### config.mk
export PLATFORM = sky130hd
export DESIGN_NAME = imap_signature_matcher
export DESIGN_NICKNAME = d
export VERILOG_FILES = /design/src/sv/imap_sm_pkg.sv /design/src/sv/imap_sm_kw_match.sv /design/src/sv/imap_signature_matcher.sv
export VERILOG_INCLUDE_DIRS = /design/src /design/src/sv
export SDC_FILE = /design/constraint.sdc
export NUM_CORES = 1
export LEC_CHECK = 0
export BUFFER_PORTS_ARGS = -buffer_cell sky130_fd_sc_hd__buf_2
export CAP_MARGIN = 20
export CORE_MARGIN = 4
export CORE_UTILIZATION = 40
export DETAILED_ROUTE_END_ITERATION = 8
export HOLD_SLACK_MARGIN = 0.05
export SKIP_CTS_REPAIR_TIMING = 1
export SYNTH_ARGS = -nofsm -noshare
export SYNTH_HDL_FRONTEND = slang
export SYNTH_SLANG_ARGS = --single-unit
### constraint.sdc
create_clock -name i_clk -period 6.2 [get_ports i_clk]
set_clock_uncertainty 0.2 [all_clocks]
set_input_delay 1.24 -clock i_clk [delete_from_list [all_inputs] [get_ports i_clk]]
set_output_delay 1.24 -clock i_clk [all_outputs]
set_load 0.1 [all_outputs]
### src/sv/imap_signature_matcher_assert.svh
// Assertion macros used by the matcher RTL.
`ifndef IMAP_SIGNATURE_MATCHER_ASSERT_SVH
`define IMAP_SIGNATURE_MATCHER_ASSERT_SVH

// Same-cycle implication, checked on every rising clock edge outside reset.
`define IMAP_ASSERT_NOW(lbl, ante, cons, msg) \
    lbl: assert property (@(posedge i_clk) disable iff (!i_rst_n) (ante) |-> (cons)) \
        else $error(msg);

// Next-cycle implication, checked on every rising clock edge outside reset.
`define IMAP_ASSERT_NEXT(lbl, ante, cons, msg) \
    lbl: assert property (@(posedge i_clk) disable iff (!i_rst_n) (ante) |=> (cons)) \
        else $error(msg);

`endif

### src/sv/imap_sm_pkg.sv
package imap_sm_pkg;

    // Window of earlier bytes, and the longest keyword it can complete.
    localparam int WIN_DEPTH = 11;
    localparam int KW_MAX    = WIN_DEPTH + 1;
    localparam int KW_COUNT  = 43;

    // Keyword text, right-aligned: bits [7:0] hold the final character.
    typedef logic [KW_MAX*8-1:0] t_kw_text;
    typedef logic [3:0]          t_kw_len;

    // Byte history, index 0 is the newest byte.
    typedef logic [WIN_DEPTH-1:0][7:0] t_window;

    // Match flags for the current byte.
    typedef struct packed {
        logic kw_hit;
        logic tail_hit;
    } t_match;

    localparam t_kw_text KW_TEXT [KW_COUNT] = '{
        "COMPARATOR", "COMPRESS", "CONVERSIONS", "COPY",
        "CREATE", "DELETE ", "DELETEACL", "EXAMINE",
        "EXPUNGE", "FETCH", "GETACL", "GETQUOTAROOT",
        "GETMETADATA", "GETQUOTA", "IDLE", "LIST",
        "LISTRIGHTS", "LOGIN", "LOGOUT", "LSUB",
        "MYRIGHTS", "NOOP", "NOTIFY", "RENAME",
        "SORT", "SETQUOTA", "SETMETADATA", "SELECT",
        "SETACL", "SEARCH", "STATUS", "STARTTLS",
        "STORE", "SUBSCRIBE", "THREAD", "UID",
        "UNSELECT", "UNSUBSCRIBE", "OK", "BAD",
        "BYE", "NO", "PREAUTH"
    };

    localparam t_kw_len KW_LEN [KW_COUNT] = '{
        4'd10, 4'd8, 4'd11, 4'd4,
        4'd6, 4'd7, 4'd9, 4'd7,
        4'd7, 4'd5, 4'd6, 4'd12,
        4'd11, 4'd8, 4'd4, 4'd4,
        4'd10, 4'd5, 4'd6, 4'd4,
        4'd8, 4'd4, 4'd6, 4'd6,
        4'd4, 4'd8, 4'd11, 4'd6,
        4'd6, 4'd6, 4'd6, 4'd8,
        4'd5, 4'd9, 4'd6, 4'd3,
        4'd8, 4'd11, 4'd2, 4'd3,
        4'd3, 4'd2, 4'd7
    };

    // The signature word that must follow an earlier keyword.
    localparam logic [31:0] TAIL_WORD = "IMAP";

endpackage

### src/sv/imap_sm_kw_match.sv
module imap_sm_kw_match
    import imap_sm_pkg::*;
(
    input  t_window    i_win,
    input  logic [7:0] i_cur,
    output t_match     o_match
);

    // Current byte followed by the history, index 0 is the current byte.
    logic [KW_MAX-1:0][7:0] hay;
    logic [KW_COUNT-1:0]    kw_ends;

    assign hay = {i_win, i_cur};

    // Each keyword is compared on its own; positions past its length are don't-care.
    always_comb begin
        logic ok;
        for (int k = 0; k < KW_COUNT; k++) begin
            ok = 1'b1;
            for (int j = 0; j < KW_MAX; j++) begin
                if ((4'(j) < KW_LEN[k]) && (hay[j] != KW_TEXT[k][8*j +: 8])) begin
                    ok = 1'b0;
                end
            end
            kw_ends[k] = ok;
        end
    end

    assign o_match.kw_hit   = |kw_ends;
    assign o_match.tail_hit = (hay[3:0] == TAIL_WORD);

endmodule

### src/sv/imap_signature_matcher.sv
// Path: the last byte's transaction is captured in the input register, and its result is
// then loaded into the output register that drives o_m_tvalid.
// Throughput: one byte per cycle; the input stalls only while a finished result is
// held in the output register and the next last byte needs that register.
// Reset: i_rst_n is synchronous, active low; it clears the byte window, the keyword,
// signature and end-of-string flags, and both valid bits.
module imap_signature_matcher
    import imap_sm_pkg::*;
(
    input  logic       i_clk,
    input  logic       i_rst_n,
    input  logic       i_s_tvalid,
    output logic       o_s_tready,
    input  logic [7:0] i_s_tdata,   // [7:0] data_byte
    input  logic       i_s_tlast,   // is_last
    output logic       o_m_tvalid,
    input  logic       i_m_tready,
    output logic [7:0] o_m_tdata    // [0] matched, [7:1] zero
);

    `include "imap_signature_matcher_assert.svh"

    // Input register.
    logic       r_in_valid;
    logic [7:0] r_in_byte;
    logic       r_in_last;

    // Match state.
    t_window r_win, n_win;
    logic    r_kw, n_kw;
    logic    r_hit, n_hit;
    logic    r_ended, n_ended;

    // Output register.
    logic r_out_valid;
    logic r_out_matched;

    t_match match;
    logic   advance;
    logic   out_free;

    imap_sm_kw_match u_kw_match (
        .i_win   (r_win),
        .i_cur   (r_in_byte),
        .o_match (match)
    );

    // A byte leaves the input register unless it is a last byte facing a full output that is not taken.
    assign out_free   = !r_out_valid || i_m_tready;
    assign advance    = r_in_valid && (!r_in_last || out_free);
    assign o_s_tready = !r_in_valid || advance;

    // Capture each accepted transaction.
    always_ff @(posedge i_clk) begin
        if (!i_rst_n) begin
            r_in_valid <= 1'b0;
        end else if (o_s_tready) begin
            r_in_valid <= i_s_tvalid;
        end
    end

    always_ff @(posedge i_clk) begin
        if (o_s_tready && i_s_tvalid) begin
            r_in_byte <= i_s_tdata;
            r_in_last <= i_s_tlast;
        end
    end

    // Next match state for the byte in the input register.
    always_comb begin
        n_win   = r_win;
        n_kw    = r_kw;
        n_hit   = r_hit;
        n_ended = r_ended;
        if (!r_ended) begin
            if (r_in_byte == 8'd0) begin
                n_ended = 1'b1;
            end else begin
                if (r_kw && match.tail_hit) begin
                    n_hit = 1'b1;
                end
                if (match.kw_hit) begin
                    n_kw = 1'b1;
                end
                n_win = {r_win[WIN_DEPTH-2:0], r_in_byte};
            end
        end
    end

    // State update; a last byte clears everything for the next payload.
    always_ff @(posedge i_clk) begin
        if (!i_rst_n) begin
            r_win   <= '0;
            r_kw    <= 1'b0;
            r_hit   <= 1'b0;
            r_ended <= 1'b0;
        end else if (advance) begin
            if (r_in_last) begin
                r_win   <= '0;
                r_kw    <= 1'b0;
                r_hit   <= 1'b0;
                r_ended <= 1'b0;
            end else begin
                r_win   <= n_win;
                r_kw    <= n_kw;
                r_hit   <= n_hit;
                r_ended <= n_ended;
            end
        end
    end

    // Result register, loaded by a last byte and emptied by the output transaction.
    always_ff @(posedge i_clk) begin
        if (!i_rst_n) begin
            r_out_valid <= 1'b0;
        end else if (advance && r_in_last) begin
            r_out_valid <= 1'b1;
        end else if (i_m_tready) begin
            r_out_valid <= 1'b0;
        end
    end

    always_ff @(posedge i_clk) begin
        if (advance && r_in_last) begin
            r_out_matched <= n_hit;
        end
    end

    assign o_m_tvalid = r_out_valid;
    assign o_m_tdata  = {7'd0, r_out_matched};

    // Checks on the matcher's own state.
    `IMAP_ASSERT_NOW(a_hit_needs_kw, r_hit, r_kw, "signature hit without an earlier keyword")
    `IMAP_ASSERT_NEXT(a_last_gives_result, advance && r_in_last, o_m_tvalid,
        "last byte did not produce a result")
    `IMAP_ASSERT_NEXT(a_last_clears, advance && r_in_last, !r_kw && !r_hit && !r_ended,
        "state not cleared after last byte")
    `IMAP_ASSERT_NEXT(a_ended_freezes, r_ended && !(advance && r_in_last), $stable(r_win),
        "window changed after end of string")

endmodule

Word-level counts from Yosys, hierarchy flattened
Cells that the tools add are included.
- word-level logic and storage cells: 384
- output and inout port bits: 10
- register bits: 103
- bits of input ports: 13
- multiplexer cells: 228
- equality and inequality tests: 121
- reductions and logical operators: 16
- operators with widths (kind ; count):
    != test 8 x 7 -> 1 bit (second input constant) ; 117
    2-to-1 mux 88 bit ; 3
    2-to-1 mux 1 bit ; 225
    OR reduction 43 bit ; 1
    equality test 32 x 31 -> 1 bit (second input constant) ; 1
    logical NOT 8 bit ; 1
    != test 8 x 6 -> 1 bit (second input constant) ; 1
    logical AND 1 bit ; 4
    != test 2 bit (second input constant) ; 2
    AND reduction 4 bit ; 1
    nonzero test 2 bit ; 2
    logical NOT 1 bit ; 3
    logical OR 1 bit ; 3
    AND reduction 3 bit ; 1

Logic depth before layout (Yosys ltp)
Gate-level depths: netlist of the first run.
- word-level depth: 18
- mapped depth: 10

By module
Synthesis of the first run repeated with hierarchy kept, for this count alone.
- cells, all modules: 654
- area, all modules: 5531.6 um^2
- by module, submodules not included (module ; times used ; cells each ; area an instance (um^2)):
    imap_signature_matcher ; 1 ; 349 ; 3583.4
    imap_sm_kw_match ; 1 ; 305 ; 1948.1

Worst setup path before layout of the first run
Ideal clock, no wire load.
- path type: input port to output port
- start point: input i_m_tready
- end point: output o_s_tready
- cell stages on the path: 2
- data arrival time: 2.203 ns
- data required time: 4.760 ns
- slack: 2.557 ns
- cell sequence: nor2b_1 > nand3_1
- cells in the longest elaborated chain, start to end: 4
- RTL lines (what ; line ; text):
    start, declared ; imap_signature_matcher.sv:17 ; input logic i_m_tready,
    logical OR 1 bit ; imap_signature_matcher.sv:49 ; assign out_free = !r_out_valid || i_m_tready;
    logical OR 1 bit ; imap_signature_matcher.sv:50 ; assign advance = r_in_valid && (!r_in_last || out_free);
    logical AND 1 bit ; imap_signature_matcher.sv:50 ;
    logical OR 1 bit ; imap_signature_matcher.sv:51 ; assign o_s_tready = !r_in_valid || advance;
    end, declared ; imap_signature_matcher.sv:13 ; output logic o_s_tready,
No other way between the ends.

Worst setup path in the final report of the first run
- start point: input i_m_tready
- end point: register r_win[44] in the netlist's numbering
- cells in the longest elaborated chain, start to end: 4
- RTL lines (what ; line ; text):
    logical OR 1 bit ; imap_signature_matcher.sv:49 ;
    logical OR 1 bit ; imap_signature_matcher.sv:50 ;
    logical AND 1 bit ; imap_signature_matcher.sv:50 ;
    AND reduction 3 bit (no line) ; - ;
    end signal, assigned ; imap_signature_matcher.sv:104 ; r_win <= n_win;
    end, declared ; imap_signature_matcher.sv:29 ; t_window r_win, n_win;
No other way between the ends.
A chain may end at the register's enable or synchronous reset.

==> flow_summary.toml, run 1 <==
[floorplanning]
ios = 23
die_area_um2 = 16300
rows = 43
start_util = 0.410
core_area_um2 = 14000
die_width_um = 128
die_y_um = 128

[cts]
root_buffer = "clkbuf_16"
cts.clk_slew.worst_paths_ns = 0.08
clk_latency_ns = 0.36
cts_tree = "yes"
cts_made_buffers = 9
numClockSinks = 103
clk_path_buf_depth = 2
htreeDepth = 3

[routing]
ant_nets = 0
drtIter0Drc = 507
viasPerCell = 6.45
drc = 0
vias = 5328
wl_per_cell_um = 23.0
firstDrtPassIters = 5
drt-total-wl_mm = 19.0

[global_route]
grt_pass1_wl_mm = 29.6
grt_max_degree = 89
antenna_found_initial = 0
grt_pass1_vias = 5094
grt_use_total = 0.232
grt.overflow.total = 0

[yosys]
avgSynthCellArea_um2 = 8.72
synthDistinctLibCells = 57
synthTopCellsByCount = "102 x nor2b_1, 93 x dfxtp_1, 90 x a22oi_1, 43 x nand2_1, 39 x clkbuf_1"
ys.flop_type = "dfxtp_1"
synthTopCellsByArea = "dfxtp_1 32%, a22oi_1 12%, nor2b_1 11%"
yosysTopAreaCell = "dfxtp_1"
synthCells = 658
yosysMostFrequentCell = "nor2b_1"
synth_top_area_frac = 0.324
ys_seq_area_frac = 0.377
async_reset_ff_frac = 0
synth_edf_count = 10
ys_ff_latch = 103
synth_warnings = 0
netlist_area_um2 = 5740

[timing]
fmax_mhz = 260
slew-limit-headroom = 0.331
tightestPinTransition_ns = 0.991
hold_viol_final = 0
min_period_over_period = 0.619
finalSetupTns_ns = 0
drv_slew = 0
rsz0062_at_grt = "no"
fin_crit_ns = 3.84
finalSetupViolCount = 0

[setup_path]
regToRegStartpoint = "r_in_byte[0]"
worstSetupPathType = "in -> reg"
ff2ff_path_depth = 8
r2r_end = "r_win[44]"
start_kind = "input pin"
cp.arrival_ns = 3.92
crit_required_ns = 6.28
cp_max_fo = 54
critPathCaptureType = "register"
critPathLaunch = "i_m_tready"
ff2ff_setup_slack_ns = 2.58

[power]
ir_drop_mv = 0.199
p_leak_nw = 1.73
cellPowerDensity_nw_per_um2 = 219

[cells_and_area]
fin_nets = 654
final.fill_count = 1422
syn_to_final_growth_pct = 8.28
multi_input_area_um2 = 3350
regArea_um2 = 2160
diodes = 0
finish.utilization = 0.444
layout-drive-gt1-share = 0.0820

[worst_hold_path]
whs_path_depth = 2
worstHoldEndpoint = "r_ended"
hold_class = "reg -> reg"
hp-start = "r_ended"

[place]
dp_hpwl_mm = 13.7
globalplace.congestion = 0.962
numPortBuffers = 15

[job]
maxCapViolations = 0

[run_status]
status = "finished clean"
worst max path at each step:
| stage | to | cells past startpoint |
|---|---|---|
| finish | r_win[44] | 8 |
| global route | r_win[62] | 8 |
| detailed placement | r_win[34] | 8 |
| global placement | r_win[43] | 8 |
| CTS | r_win[44] | 8 |
| floorplan | o_s_tready | 2 |
cell type report:
class                      instances  share of cell area
clock buffer                      10              0.0385
clock inverter                     6              0.0121
inverter                           5             0.00302
multi-input combinational        499               0.539
sequential                       103               0.348
tap                              180              0.0362
timing repair buffer              23              0.0238
layout by cell type (no fill, tap or decap), drive strengths merged, types with 4 or more instances in the layout:
cell type and n:
nor2b 102, dfxtp 93, a22oi 90, nand2 43
nand4 33, nor2 30, nor3 26, nor4b 25
buf 23, nand3 21, nor4 19, nor4bb 15
nand4b 10, edfxtp 10, clkbuf 10, and4b 7
nor3b 7, conb 7, inv 7, and3 6
and2 5, nand3b 4
where the power goes:
group	switching (W)	internal, W
Clock	0.000264	0.000330
Combinational	0.0000569	0.0000218
Sequential	0.0000132	0.000678
critical path, stage by stage:
cell	delay, ns
buf_2	0.08
nor2b_1	0.06
a21boi_0	0.61
nand2_1	0.26
nor2_4	0.68
buf_4	0.59
a22oi_1	0.19
nor2b_1	0.17
sequential cells by signal, summed over array words and instances, names as in the netlist:
signal,flops
r_in_valid,1
r_out_matched,1
r_win,88
r_kw,1
r_in_byte,8
o_m_tvalid,1
r_in_last,1
r_hit,1
r_ended,1
per-layer routing:
metal / part of all wire / global-route usage / vias up
met4: 0.033 / 0.100 / 0
met2: 0.44 / 0.339 / 241
li1: - / - / 2456
met3: 0.082 / 0.0554 / 39
met1: 0.45 / 0.326 / 2592
met5: 0 / 0 / -
metrics by stage:
stage	power [W]	hold slack, ns	instances	instance area, µm²	setup WS (ns)
floorplan	0.000768	0.237	664	5760	2.56
global placement	0.000782	0.259	808	5870	2.18
detailed placement	0.000784	0.268	809	5890	2.01
CTS	0.00138	0.289	825	6210	2.35
global route	0.00141	0.307	826	6210	2.11
finish	0.00136	0.294	826	6210	2.36
cell families after synthesis:
| kind of cell | Yosys count | share of synthesized area |
|---|---|---|
| other cells | 1 | 0.000653 |
| xor+xnor | 4 | 0.00611 |
| compound gates | 116 | 0.156 |
| buf+inv | 62 | 0.0473 |
| simple gates | 372 | 0.414 |
| flops | 103 | 0.377 |
No activity file was read; power rests on OpenSTA's default activity.
==> run 2, diff against run 1 <==
- clock period: 6.2 -> 3.6 ns (I/O delays scaled with it)
==> flow_summary.toml, run 2 (synthesized netlist as in run 1, its figures left out) <==
[cells_and_area]
fin_nets = 673
mostFrequentLayoutCell = "nor2b_1"
final.fill_count = 1414
regArea_um2 = 2160
diodes = 0
multi_input_area_um2 = 3350
layout-drive-gt1-share = 0.108
top_regs = "r_win x88, r_in_byte x8"
regMostFlops = "r_win"
largest_reg_flops = 88
layout_common_cells = "102 x nor2b_1, 93 x dfxtp_1, 90 x a22oi_1, 43 x nand2_1, 32 x nand4_1"
syn_to_final_growth_pct = 10.3

[floorplanning]
start_util = 0.410
ios = 23
die_area_um2 = 16300
rows = 43
die_y_um = 128
die_width_um = 128
core_area_um2 = 14000

[timing]
finalSetupViolCount = 0
tightestPinTransition_ns = 1.00
rsz0062_at_grt = "no"
drv_slew = 0
slew-limit-headroom = 0.327
fmax_mhz = 352
fin_crit_ns = 2.84
hold_viol_final = 0
whs_ns = 0.284
min_period_over_period = 0.790
finalSetupTns_ns = 0

[setup_path]
crit_buf_inv = 0
critPathMaxStageDelay_ns = 0.52
crit_chain = "nor3b_1, nand2_1, or3_1, o41ai_1, a32o_1, nor4_1, a221oi_2"
crit_required_ns = 3.68
critPathCaptureType = "register"
cp.arrival_ns = 2.92
cp_max_fo = 4
ff2ff_setup_slack_ns = 0.76
path_delay_family = "simple AND/OR/NAND/NOR gates"
worstSetupPathType = "reg -> reg"
regToRegStartpoint = "r_win[54]"
slowest_stage = "o41ai_1"
ff2ff_path_depth = 7
critPathLaunch = "r_win[54]"
start_kind = "register"
r2r_end = "r_kw"

[place]
numPortBuffers = 15
globalplace.congestion = 1.01
dp_hpwl_mm = 14.2

[routing]
top_layer = "met4"
viasPerCell = 6.36
wl_per_cell_um = 23.0
met3_length_mm = 1.39
vias = 5374
m1WireLength_mm = 8.90
drc = 0
drtIter0Drc = 690
wl_met2_mm = 8.51
firstDrtPassIters = 6
ant_nets = 0
drt-total-wl_mm = 19.4

[cts]
cts_tree = "yes"
numClockSinks = 103
clk_latency_ns = 0.36
htreeDepth = 3
cts_made_buffers = 9
cts.clk_slew.worst_paths_ns = 0.08
clk_path_buf_depth = 2
root_buffer = "clkbuf_16"

[worst_hold_path]
worstHoldEndpoint = "r_ended"
hold_class = "reg -> reg"
hp-start = "r_ended"
whs_path_depth = 2

[job]
maxCapViolations = 0

[run_status]
status = "finished clean"

[power]
cellPowerDensity_nw_per_um2 = 365
power_w = 0.00231
ir_drop_mv = 0.259
p_leak_nw = 1.82

[global_route]
grt_pass1_vias = 5171
grt_use_total = 0.240
grt_max_degree = 61
antenna_found_initial = 0
grt_pass1_wl_mm = 30.5
grt.overflow.total = 0
-- run 2: cell types whose count changed in the layout (fill, tap and decap cells not counted) --
| cell | delta |
|---|---|
| buf_4 | +20 |
| clkinv_4 | -1 |
| bufinv_16 | -1 |
| inv_6 | +2 |
| clkinv_8 | +1 |
| clkinvlp_4 | -1 |
| buf_12 | -1 |
-- run 2: worst max path at each step --
stage                       endpoint  slack, ns  cells past startpoint
after floorplan           o_s_tready       0.67                      2
after global placement     r_win[42]       0.59                      8
after detailed placement   r_win[46]       0.54                      8
after CTS                  r_win[46]       0.83                      8
after global routing       r_win[47]       0.55                      8
final                           r_kw       0.76                      7
-- run 2: layer usage --
| metal | GRT usage | vias to the layer above |
|---|---|---|
| li1 | - | 2494 |
| met1 | 0.340 | 2613 |
| met2 | 0.360 | 222 |
| met3 | 0.0546 | 45 |
| met4 | 0.0824 | 0 |
| met5 | 0 | - |
-- run 2: cell type report --
| type | count | area share |
|---|---|---|
| multi-input cells | 499 | 0.529 |
| flip-flops and latches | 103 | 0.341 |
| repair buffers | 42 | 0.0439 |
| clock buffers | 10 | 0.0377 |
| well taps | 180 | 0.0356 |
| clock inverters | 6 | 0.00988 |
| inverters | 5 | 0.00296 |
-- run 2: where the power goes --
group / total [W] / switching [W] / internal [W]
Combinational: 0.000144 / 0.000104 / 0.0000395
Sequential: 0.00118 / 0.0000174 / 0.00117
Clock: 0.000982 / 0.000474 / 0.000508
-- run 2: stage by stage --
step	util	cells	setup WS (ns)	instance area, µm²
floorplan	-	664	0.668	5760
global route	0.453	845	0.552	6330
CTS	0.453	845	0.831	6330
global placement	0.431	829	0.590	6030
finish	0.453	845	0.757	6330
detailed placement	0.431	829	0.536	6030
-- run 2: worst reg2reg max path, stage by stage (launching register included) --
cell	delay, ns
dfxtp_1	0.37
nor3b_1	0.45
nand2_1	0.21
or3_1	0.43
o41ai_1	0.53
a32o_1	0.27
nor4_1	0.07
a221oi_2	0.24
